**src/sv/qs_pkg.sv**
```systemverilog
// ----------------------------------------------------------------------------
// qs_pkg
// Shared types and constants for the quicksort block: item and result
// payloads, range stack control, default store depth.
// ----------------------------------------------------------------------------
package qs_pkg;

  localparam int DEPTH_DEFAULT = 64;

  typedef struct packed {
    logic signed [31:0] value;
    logic               last;
  } item_t;

  typedef struct packed {
    logic signed [31:0] sorted_value;
    logic               final_res;
  } result_t;

  typedef struct packed {
    logic push;
    logic pop;
  } stk_ctl_t;

endpackage

```
**src/sv/qs_stack.sv**
```systemverilog
// ----------------------------------------------------------------------------
// qs_stack
// Range stack: synchronous memory of (low, high) index pairs with a stack
// pointer; a pop presents the top entry through a registered read.
// ----------------------------------------------------------------------------
module qs_stack #(
  parameter int DEPTH = qs_pkg::DEPTH_DEFAULT
) (
  input  logic                       clk,
  input  logic                       rst,
  input  qs_pkg::stk_ctl_t           ctl,
  input  logic [$clog2(DEPTH)-1:0]   push_lo,
  input  logic [$clog2(DEPTH)-1:0]   push_hi,
  output logic [$clog2(DEPTH)-1:0]   pop_lo,
  output logic [$clog2(DEPTH)-1:0]   pop_hi,
  output logic                       empty
);
  import qs_pkg::*;

  localparam int IW = $clog2(DEPTH);
  localparam int PW = $clog2(DEPTH + 1);

  logic [2*IW-1:0] mem [DEPTH];
  logic [2*IW-1:0] rd;
  logic [PW-1:0]   sp;
  logic [PW-1:0]   sp_dec;
  logic            can_push;

  assign sp_dec   = sp - PW'(1);
  assign can_push = ctl.push && (sp < PW'(DEPTH));
  assign empty    = (sp == '0);
  assign pop_lo   = rd[2*IW-1:IW];
  assign pop_hi   = rd[IW-1:0];

  always_ff @(posedge clk) begin
    if (rst) begin
      sp <= '0;
    end else if (can_push) begin
      sp <= sp + PW'(1);
    end else if (ctl.pop && !empty) begin
      sp <= sp_dec;
    end
  end

  always_ff @(posedge clk) begin
    if (can_push) begin
      mem[sp[IW-1:0]] <= {push_lo, push_hi};
    end
    if (ctl.pop) begin
      rd <= mem[sp_dec[IW-1:0]];
    end
  end

endmodule

```
**src/sv/qs_core.sv**
```systemverilog
// ----------------------------------------------------------------------------
// qs_core
// Element store and sort sequencer: loads items, runs Hoare partitioning
// with a middle pivot over the store, then reads the store out in order.
// ----------------------------------------------------------------------------
module qs_core #(
  parameter int DEPTH = qs_pkg::DEPTH_DEFAULT
) (
  input  logic            clk,
  input  logic            rst,
  input  qs_pkg::item_t   item,
  input  logic            item_valid,
  output logic            item_ready,
  output qs_pkg::result_t emit,
  output logic            emit_valid,
  input  logic            emit_ready
);
  import qs_pkg::*;

  localparam int IW = $clog2(DEPTH);
  localparam int CW = $clog2(DEPTH + 1);
  localparam int PW = IW + 2;

  localparam logic [3:0] S_IDLE   = 4'd0;
  localparam logic [3:0] S_START  = 4'd1;
  localparam logic [3:0] S_POP    = 4'd2;
  localparam logic [3:0] S_POPW   = 4'd3;
  localparam logic [3:0] S_PIVGET = 4'd4;
  localparam logic [3:0] S_LOOP   = 4'd5;
  localparam logic [3:0] S_LSCAN  = 4'd6;
  localparam logic [3:0] S_RSCAN  = 4'd7;
  localparam logic [3:0] S_SWAP   = 4'd8;
  localparam logic [3:0] S_PUSH1  = 4'd9;
  localparam logic [3:0] S_PUSH2  = 4'd10;
  localparam logic [3:0] S_ERD    = 4'd11;
  localparam logic [3:0] S_EOUT   = 4'd12;

  logic [3:0]           state;
  logic [CW-1:0]        count;
  logic [CW-1:0]        eidx;
  logic [IW-1:0]        lo;
  logic [IW-1:0]        hi;
  logic signed [PW-1:0] l;
  logic signed [PW-1:0] r;
  logic signed [31:0]   pivot;
  logic signed [31:0]   vl;

  logic signed [31:0]   store [DEPTH];
  logic signed [31:0]   rdata;
  logic [IW-1:0]        rd_addr;
  logic                 we;
  logic [IW-1:0]        waddr;
  logic signed [31:0]   wdata;

  stk_ctl_t             stk;
  logic [IW-1:0]        push_lo;
  logic [IW-1:0]        push_hi;
  logic [IW-1:0]        pop_lo;
  logic [IW-1:0]        pop_hi;
  logic                 stk_empty;

  logic signed [PW-1:0] los;
  logic signed [PW-1:0] his;
  logic signed [PW-1:0] l_inc;
  logic signed [PW-1:0] r_dec;
  logic [IW:0]          mid_sum;
  logic [CW-1:0]        cnt_last;
  logic                 l_go;
  logic                 r_go;
  logic                 pop_bad;
  logic                 not_full;

  qs_stack #(.DEPTH(DEPTH)) u_stack (
    .clk     (clk),
    .rst     (rst),
    .ctl     (stk),
    .push_lo (push_lo),
    .push_hi (push_hi),
    .pop_lo  (pop_lo),
    .pop_hi  (pop_hi),
    .empty   (stk_empty)
  );

  assign los      = signed'({2'b00, lo});
  assign his      = signed'({2'b00, hi});
  assign l_inc    = l + PW'(1);
  assign r_dec    = r - PW'(1);
  assign mid_sum  = {1'b0, pop_lo} + {1'b0, pop_hi};
  assign cnt_last = count - CW'(1);
  assign l_go     = (l < his) && (rdata < pivot);
  assign r_go     = (r > los) && (rdata > pivot);
  assign pop_bad  = (pop_lo >= pop_hi) || (CW'(pop_hi) >= count);
  assign not_full = (count < CW'(DEPTH));

  assign item_ready        = (state == S_IDLE);
  assign emit_valid        = (state == S_EOUT);
  assign emit.sorted_value = rdata;
  assign emit.final_res    = (eidx == cnt_last);

  always_comb begin
    rd_addr = '0;
    case (state)
      S_POPW:          rd_addr = mid_sum[IW:1];
      S_LOOP:          rd_addr = l[IW-1:0];
      S_LSCAN:         rd_addr = l_go ? l_inc[IW-1:0] : r[IW-1:0];
      S_RSCAN:         rd_addr = r_dec[IW-1:0];
      S_ERD, S_EOUT:   rd_addr = eidx[IW-1:0];
      default:         rd_addr = '0;
    endcase
  end

  always_comb begin
    we    = 1'b0;
    waddr = '0;
    wdata = '0;
    stk   = '0;
    push_lo = '0;
    push_hi = '0;
    unique case (state)
      S_IDLE: begin
        we    = item_valid && not_full;
        waddr = count[IW-1:0];
        wdata = item.value;
      end
      S_START: begin
        stk.push = (count >= CW'(2));
        push_lo  = '0;
        push_hi  = cnt_last[IW-1:0];
      end
      S_POP: begin
        stk.pop = !stk_empty;
      end
      S_RSCAN: begin
        we    = !r_go && (l <= r);
        waddr = l[IW-1:0];
        wdata = rdata;
      end
      S_SWAP: begin
        we    = 1'b1;
        waddr = r[IW-1:0];
        wdata = vl;
      end
      S_PUSH1: begin
        stk.push = (l < his);
        push_lo  = l[IW-1:0];
        push_hi  = hi;
      end
      S_PUSH2: begin
        stk.push = (los < r);
        push_lo  = lo;
        push_hi  = r[IW-1:0];
      end
      default: begin
      end
    endcase
  end

  always_ff @(posedge clk) begin
    if (we) begin
      store[waddr] <= wdata;
    end
    rdata <= store[rd_addr];
  end

  always_ff @(posedge clk) begin
    if (rst) begin
      state <= S_IDLE;
      count <= '0;
    end else begin
      unique case (state)
        S_IDLE: begin
          if (item_valid) begin
            if (not_full) begin
              count <= count + CW'(1);
            end
            if (item.last) begin
              state <= S_START;
            end
          end
        end
        S_START: begin
          state <= S_POP;
        end
        S_POP: begin
          if (stk_empty) begin
            eidx  <= '0;
            state <= S_ERD;
          end else begin
            state <= S_POPW;
          end
        end
        S_POPW: begin
          lo    <= pop_lo;
          hi    <= pop_hi;
          state <= pop_bad ? S_POP : S_PIVGET;
        end
        S_PIVGET: begin
          pivot <= rdata;
          l     <= los;
          r     <= his;
          state <= S_LOOP;
        end
        S_LOOP: begin
          state <= (l <= r) ? S_LSCAN : S_PUSH1;
        end
        S_LSCAN: begin
          if (l_go) begin
            l <= l_inc;
          end else begin
            vl    <= rdata;
            state <= S_RSCAN;
          end
        end
        S_RSCAN: begin
          if (r_go) begin
            r <= r_dec;
          end else if (l <= r) begin
            state <= S_SWAP;
          end else begin
            state <= S_LOOP;
          end
        end
        S_SWAP: begin
          l     <= l_inc;
          r     <= r_dec;
          state <= S_LOOP;
        end
        S_PUSH1: begin
          state <= S_PUSH2;
        end
        S_PUSH2: begin
          state <= S_POP;
        end
        S_ERD: begin
          state <= S_EOUT;
        end
        S_EOUT: begin
          if (emit_ready) begin
            if (eidx == cnt_last) begin
              count <= '0;
              state <= S_IDLE;
            end else begin
              eidx  <= eidx + CW'(1);
              state <= S_ERD;
            end
          end
        end
        default: begin
          state <= S_IDLE;
        end
      endcase
    end
  end

  a_pop_nonempty: assert property (@(posedge clk) disable iff (rst)
    stk.pop |-> !stk_empty)
    else $error("range stack popped while empty");

  a_count_bound: assert property (@(posedge clk) disable iff (rst)
    count <= CW'(DEPTH))
    else $error("element count above depth");

  a_lscan_bound: assert property (@(posedge clk) disable iff (rst)
    (state == S_LSCAN) |-> (l <= his))
    else $error("left scan ran past range");

  a_final_clears: assert property (@(posedge clk) disable iff (rst)
    (emit_valid && emit_ready && emit.final_res) |=> (count == '0 && state == S_IDLE))
    else $error("store not emptied after final transfer");

endmodule

```
**src/sv/quicksort_hoare_middle_pivot.sv**
```systemverilog
// ----------------------------------------------------------------------------
// quicksort_hoare_middle_pivot
// Collects signed elements, sorts them with quicksort and streams them out
// in ascending order, flagging the final one.
// ----------------------------------------------------------------------------
// Items load at one per cycle while the block is idle into a single-port-read
// element store; the item marked last starts the sort. Sorting is paced by
// the store's one read per cycle: each range is popped, its middle pivot is
// fetched, the range is scanned and swapped, and its subranges are pushed.
// Output then reads each element through the store read port, and the output
// register lets a result wait while the store is read. No new item is taken
// from the last item until the final result has moved into the output
// register. Elements past DEPTH are dropped; memories need no clearing.
// ----------------------------------------------------------------------------
module quicksort_hoare_middle_pivot #(
  parameter int DEPTH = qs_pkg::DEPTH_DEFAULT
) (
  input  logic            clk,
  input  logic            rst,
  input  qs_pkg::item_t   item,
  input  logic            item_valid,
  output logic            item_ready,
  output qs_pkg::result_t result,
  output logic            result_valid,
  input  logic            result_ready
);
  import qs_pkg::*;

  result_t emit;
  logic    emit_valid;
  logic    emit_ready;

  qs_core #(.DEPTH(DEPTH)) u_core (
    .clk        (clk),
    .rst        (rst),
    .item       (item),
    .item_valid (item_valid),
    .item_ready (item_ready),
    .emit       (emit),
    .emit_valid (emit_valid),
    .emit_ready (emit_ready)
  );

  assign emit_ready = !result_valid || result_ready;

  always_ff @(posedge clk) begin
    if (rst) begin
      result_valid <= 1'b0;
    end else if (emit_ready) begin
      result_valid <= emit_valid;
    end
  end

  always_ff @(posedge clk) begin
    if (emit_valid && emit_ready) begin
      result <= emit;
    end
  end

endmodule
```
**config.mk**
```make
export PLATFORM = sky130hd
export DESIGN_NAME = quicksort_hoare_middle_pivot
export DESIGN_NICKNAME = d
export VERILOG_FILES = /design/src/sv/qs_pkg.sv /design/src/sv/qs_stack.sv /design/src/sv/qs_core.sv /design/src/sv/quicksort_hoare_middle_pivot.sv
export SDC_FILE = /design/constraint.sdc
export NUM_CORES = 2
export LEC_CHECK = 0
export BUFFER_PORTS_ARGS = -buffer_cell sky130_fd_sc_hd__buf_2
export CAP_MARGIN = 40
export CORE_UTILIZATION = 60
export DETAILED_ROUTE_END_ITERATION = 6
export PLACE_DENSITY_LB_ADDON = 0.08
export SYNTH_ARGS = -nofsm -noshare
export SYNTH_HDL_FRONTEND = slang
export SYNTH_SLANG_ARGS = --single-unit
```
**constraint.sdc**
```tcl
create_clock -name clk -period 14.66 [get_ports clk]
set_clock_uncertainty 0.1 [all_clocks]
set_input_delay 1.466 -clock clk [delete_from_list [all_inputs] [get_ports clk]]
set_output_delay 1.466 -clock clk [all_outputs]
set_load 0.02 [all_outputs]
```
==> flow_summary.json <==
{
  "finalSetupViolations": 0,
  "combPwrFrac_pct": 23.3,
  "slew_viol_final": 0,
  "ctsResizeCount": 0,
  "drive_above_1_share_pct": 14.9,
  "min_period_ns": 6.80,
  "grt_pass1_wl_um": 492000,
  "drt_pass1_iterations": 7,
  "whs_ns": 0.391,
  "cts_buffers": 317,
  "gp_congestion": 0.925,
  "period_share_pct": 46.4,
  "fin_nets": 7992,
  "drv_cap": 0,
  "intPower_uw": 16700,
  "grt_pass1_vias": 67544,
  "vias_per_cell": 6.62,
  "core_um2": 197000,
  "crit_slowest_cell": "buf_4",
  "synth_edf_count": 2960,
  "timing_worst_setup_path_type": "reg2reg",
  "worst_pin_slew_ns": 1.06,
  "portBuffers": 71,
  "rows": 163,
  "htreeDepth": 5,
  "ctsHoldBuffers": 0,
  "die_w_um": 447,
  "cts_num_sinks": 3011,
  "synthTopCellsByArea": "edfxtp_1 75%, nand2_1 5.7%, mux4_2 4.8%, nand3_1 2.0%, a32oi_1 2.0%",
  "violations": "design-rule violations",
  "critPathCaptureType": "register",
  "fin_cells": 10758,
  "powerDensity_nw_per_um2": 182,
  "status": "finished with violations",
  "yosysTopAreaCell": "edfxtp_1",
  "num_vias": 71264,
  "power_frac_seq_pct": 45.4,
  "post_cts_buffers": 0,
  "drc": 2,
  "ys_ff_latch": 3011,
  "max_stage_delay_ns": 0.74,
  "clock_latency_ns": 0.95,
  "pin_count": 72,
  "synth-main-ff-cell": "edfxtp_1",
  "worstSetupStartpointType": "register",
  "dieArea_um2": 200000,
  "yosysWarnings": 0,
  "fin_setup_tns_ns": 0,
  "detail-route-antenna-nets": 0,
  "cp.arrival_ns": 7.44,
  "die_h_um": 447,
  "cp_data_required_time_ns": 15.30,
  "power.clock.fraction_pct": 31.3,
  "p_leak_uw": 0.0457,
  "switching_share_pct": 31.2,
  "cts_root_buffer": "clkbuf_16",
  "drt-total-wl_um": 348000,
  "area_growth_pct": 12.3,
  "post-synth-top-count-cell": "edfxtp_1",
  "netlist_instances": 7662,
  "netlist_top_cells_count": "2960 x edfxtp_1, 1806 x nand2_1, 482 x nand3_1",
  "wl_per_cell_um": 32.3,
  "ys_seq_area_share_pct": 75.5,
  "overflow": 0,
  "grt_max_degree": 188,
  "async_flop_share_pct": 0,
  "syn-num-nets": 7776,
  "rsz0062_at_grt": "no",
  "worst-path-max-fanout": 118,
  "switchingPower_uw": 7570,
  "track_usage_pct": 34.8,
  "clkTransAtPathRegs_ns": 0.06,
  "cts.path.max_buffers": 4,
  "fmax_mhz": 147,
  "synthesis.area_um2": 119000,
  "ys_types": 94,
  "synth.top_cell.area_share_pct": 74.6,
  "syn_area_per_cell_um2": 15.5,
  "cp_common_cell": "buf_12",
  "total_power_uw": 24300,
  "max_slew_margin_pct": 29.6,
  "antenna_found_initial": 36,
  "ir_worst_vdd_v": 0.000131,
  "dp.cells": 10196,
  "start_util_pct": 60.4,
  "drt-initial-drc-count": 10926,
  "dp_hpwl_um": 200000,
  "hold_viol": 0,
  "hp-class": "reg2reg",
  "path_cells": "ha_1, nand4_4, nor4_4, and4_4, o41ai_2, a311oi_1, and2_4, buf_12, buf_12, buf_4, mux2i_1, a32oi_1, and4_1, a31oi_1, o2111ai_1",
  "cts_tree": "done"
}
-- stage by stage --
| step | worst slack [ns] | util (%) | cell area, um^2 |
|---|---|---|---|
| after floorplan | 9.81 | - | 119000 |
| after CTS | 7.96 | 67.8 | 134000 |
| after global routing | 7.65 | 67.8 | 134000 |
| final | 7.86 | 67.8 | 134000 |
| after global placement | 7.67 | 62.5 | 123000 |
| after detailed placement | 7.95 | 62.9 | 124000 |
-- routing by layer --
layer  wire (um)  GRT usage (%)
met1      133000           49.6
met4       17300           16.7
met3       41000           8.20
met5         107              0
met2      156000           51.1
-- registers in the layout, summed over array words and instances (netlist names) --
signal              count
u_core.store         2048
u_core.u_stack.mem    768
result                 33
u_core.pivot           32
u_core.rdata           32
u_core.vl              32
u_core.u_stack.rd      12
u_core.l                8
u_core.r                8
u_core.count            7
u_core.eidx             7
u_core.u_stack.sp       7
u_core.hi               6
u_core.lo               6
u_core.state            4
result_valid            1
-- power groups by stage --
stage / sequential (uW) / combinational (uW) / clock (uW)
2_1_floorplan: 11100 / 3030 / 0
3_3_place_gp: 11200 / 5310 / 0
3_5_place_dp: 11200 / 5510 / 0
4_1_cts: 11000 / 5520 / 7670
5_1_grt: 11000 / 5860 / 8020
6_report: 11000 / 5650 / 7610
-- worst max-delay path: cells and delay by family (launching register included) --
| kind | cells | cell delay, ns |
|---|---|---|
| buf+inv | 3 | 1.66 |
| flops | 1 | 0.35 |
| mux | 1 | 0.25 |
| fa+ha+maj | 1 | 0.48 |
| simple gates | 5 | 1.73 |
| compound gates | 5 | 1.80 |
-- worst paths after layout --
path / cells after the start / slack [ns] / to / from
worst min-delay path: 0 / 0.39 / u_core.lo[0] / u_core.u_stack.rd[6]
worst max register to register: 15 / 7.86 / u_core.rdata[3] / u_core.rdata[31]
worst min register to register: 0 / 0.39 / u_core.lo[0] / u_core.u_stack.rd[6]
worst max-delay path: 15 / 7.86 / u_core.rdata[3] / u_core.rdata[31]
-- layout by cell type (no fill, tap or decap), drive strengths merged, types with 28 or more instances in the layout --
cell    Yosys  routed
nand2    1807    1807
a41o       30      30
buf       228     361
clkbuf    238     402
inv       106     109
dfxtp      51      51
and4       28      28
a21oi     127     127
a31oi     102     102
nor2      205     205
mux2i     209     209
nand3     482     482
and3       78      78
edfxtp   2960    2960
clkinv      0     106
a222oi     37      37
a32oi     272     272
mux4      256     256
o21ai      62      62
ha         76      76
-- cell type report --
type | count | area [um^2]
Clock inverter | 136 | 1190
Fill cell | 13170 | 63500
Multi-Input combinational cell | 4079 | 27400
Tap cell | 2640 | 3300
Sequential cell | 3011 | 89900
Timing Repair Buffer | 363 | 3030
Inverter | 106 | 398
Antenna cell | 23 | 57.6
Clock buffer | 400 | 8440
-- kinds of logic (layout without fill, tap and decap cells) --
kind of cell             count (synthesis)  count (layout)  synth area share [%]
flip-flops                            3011            3011                  75.5
AND/OR/NAND/NOR                       2719            2719                  9.67
AO/OA/AOI/OAI                          773             773                  4.98
buffers and inverters                  572            1005                  2.10
multiplexers                           469             469                  6.64
adder cells (fa/ha/maj)                 77              77                 0.815
XOR/XNOR                                41              41                 0.302
other                                    0              23                     0
Note: power is estimated with default switching activity, not from simulation.
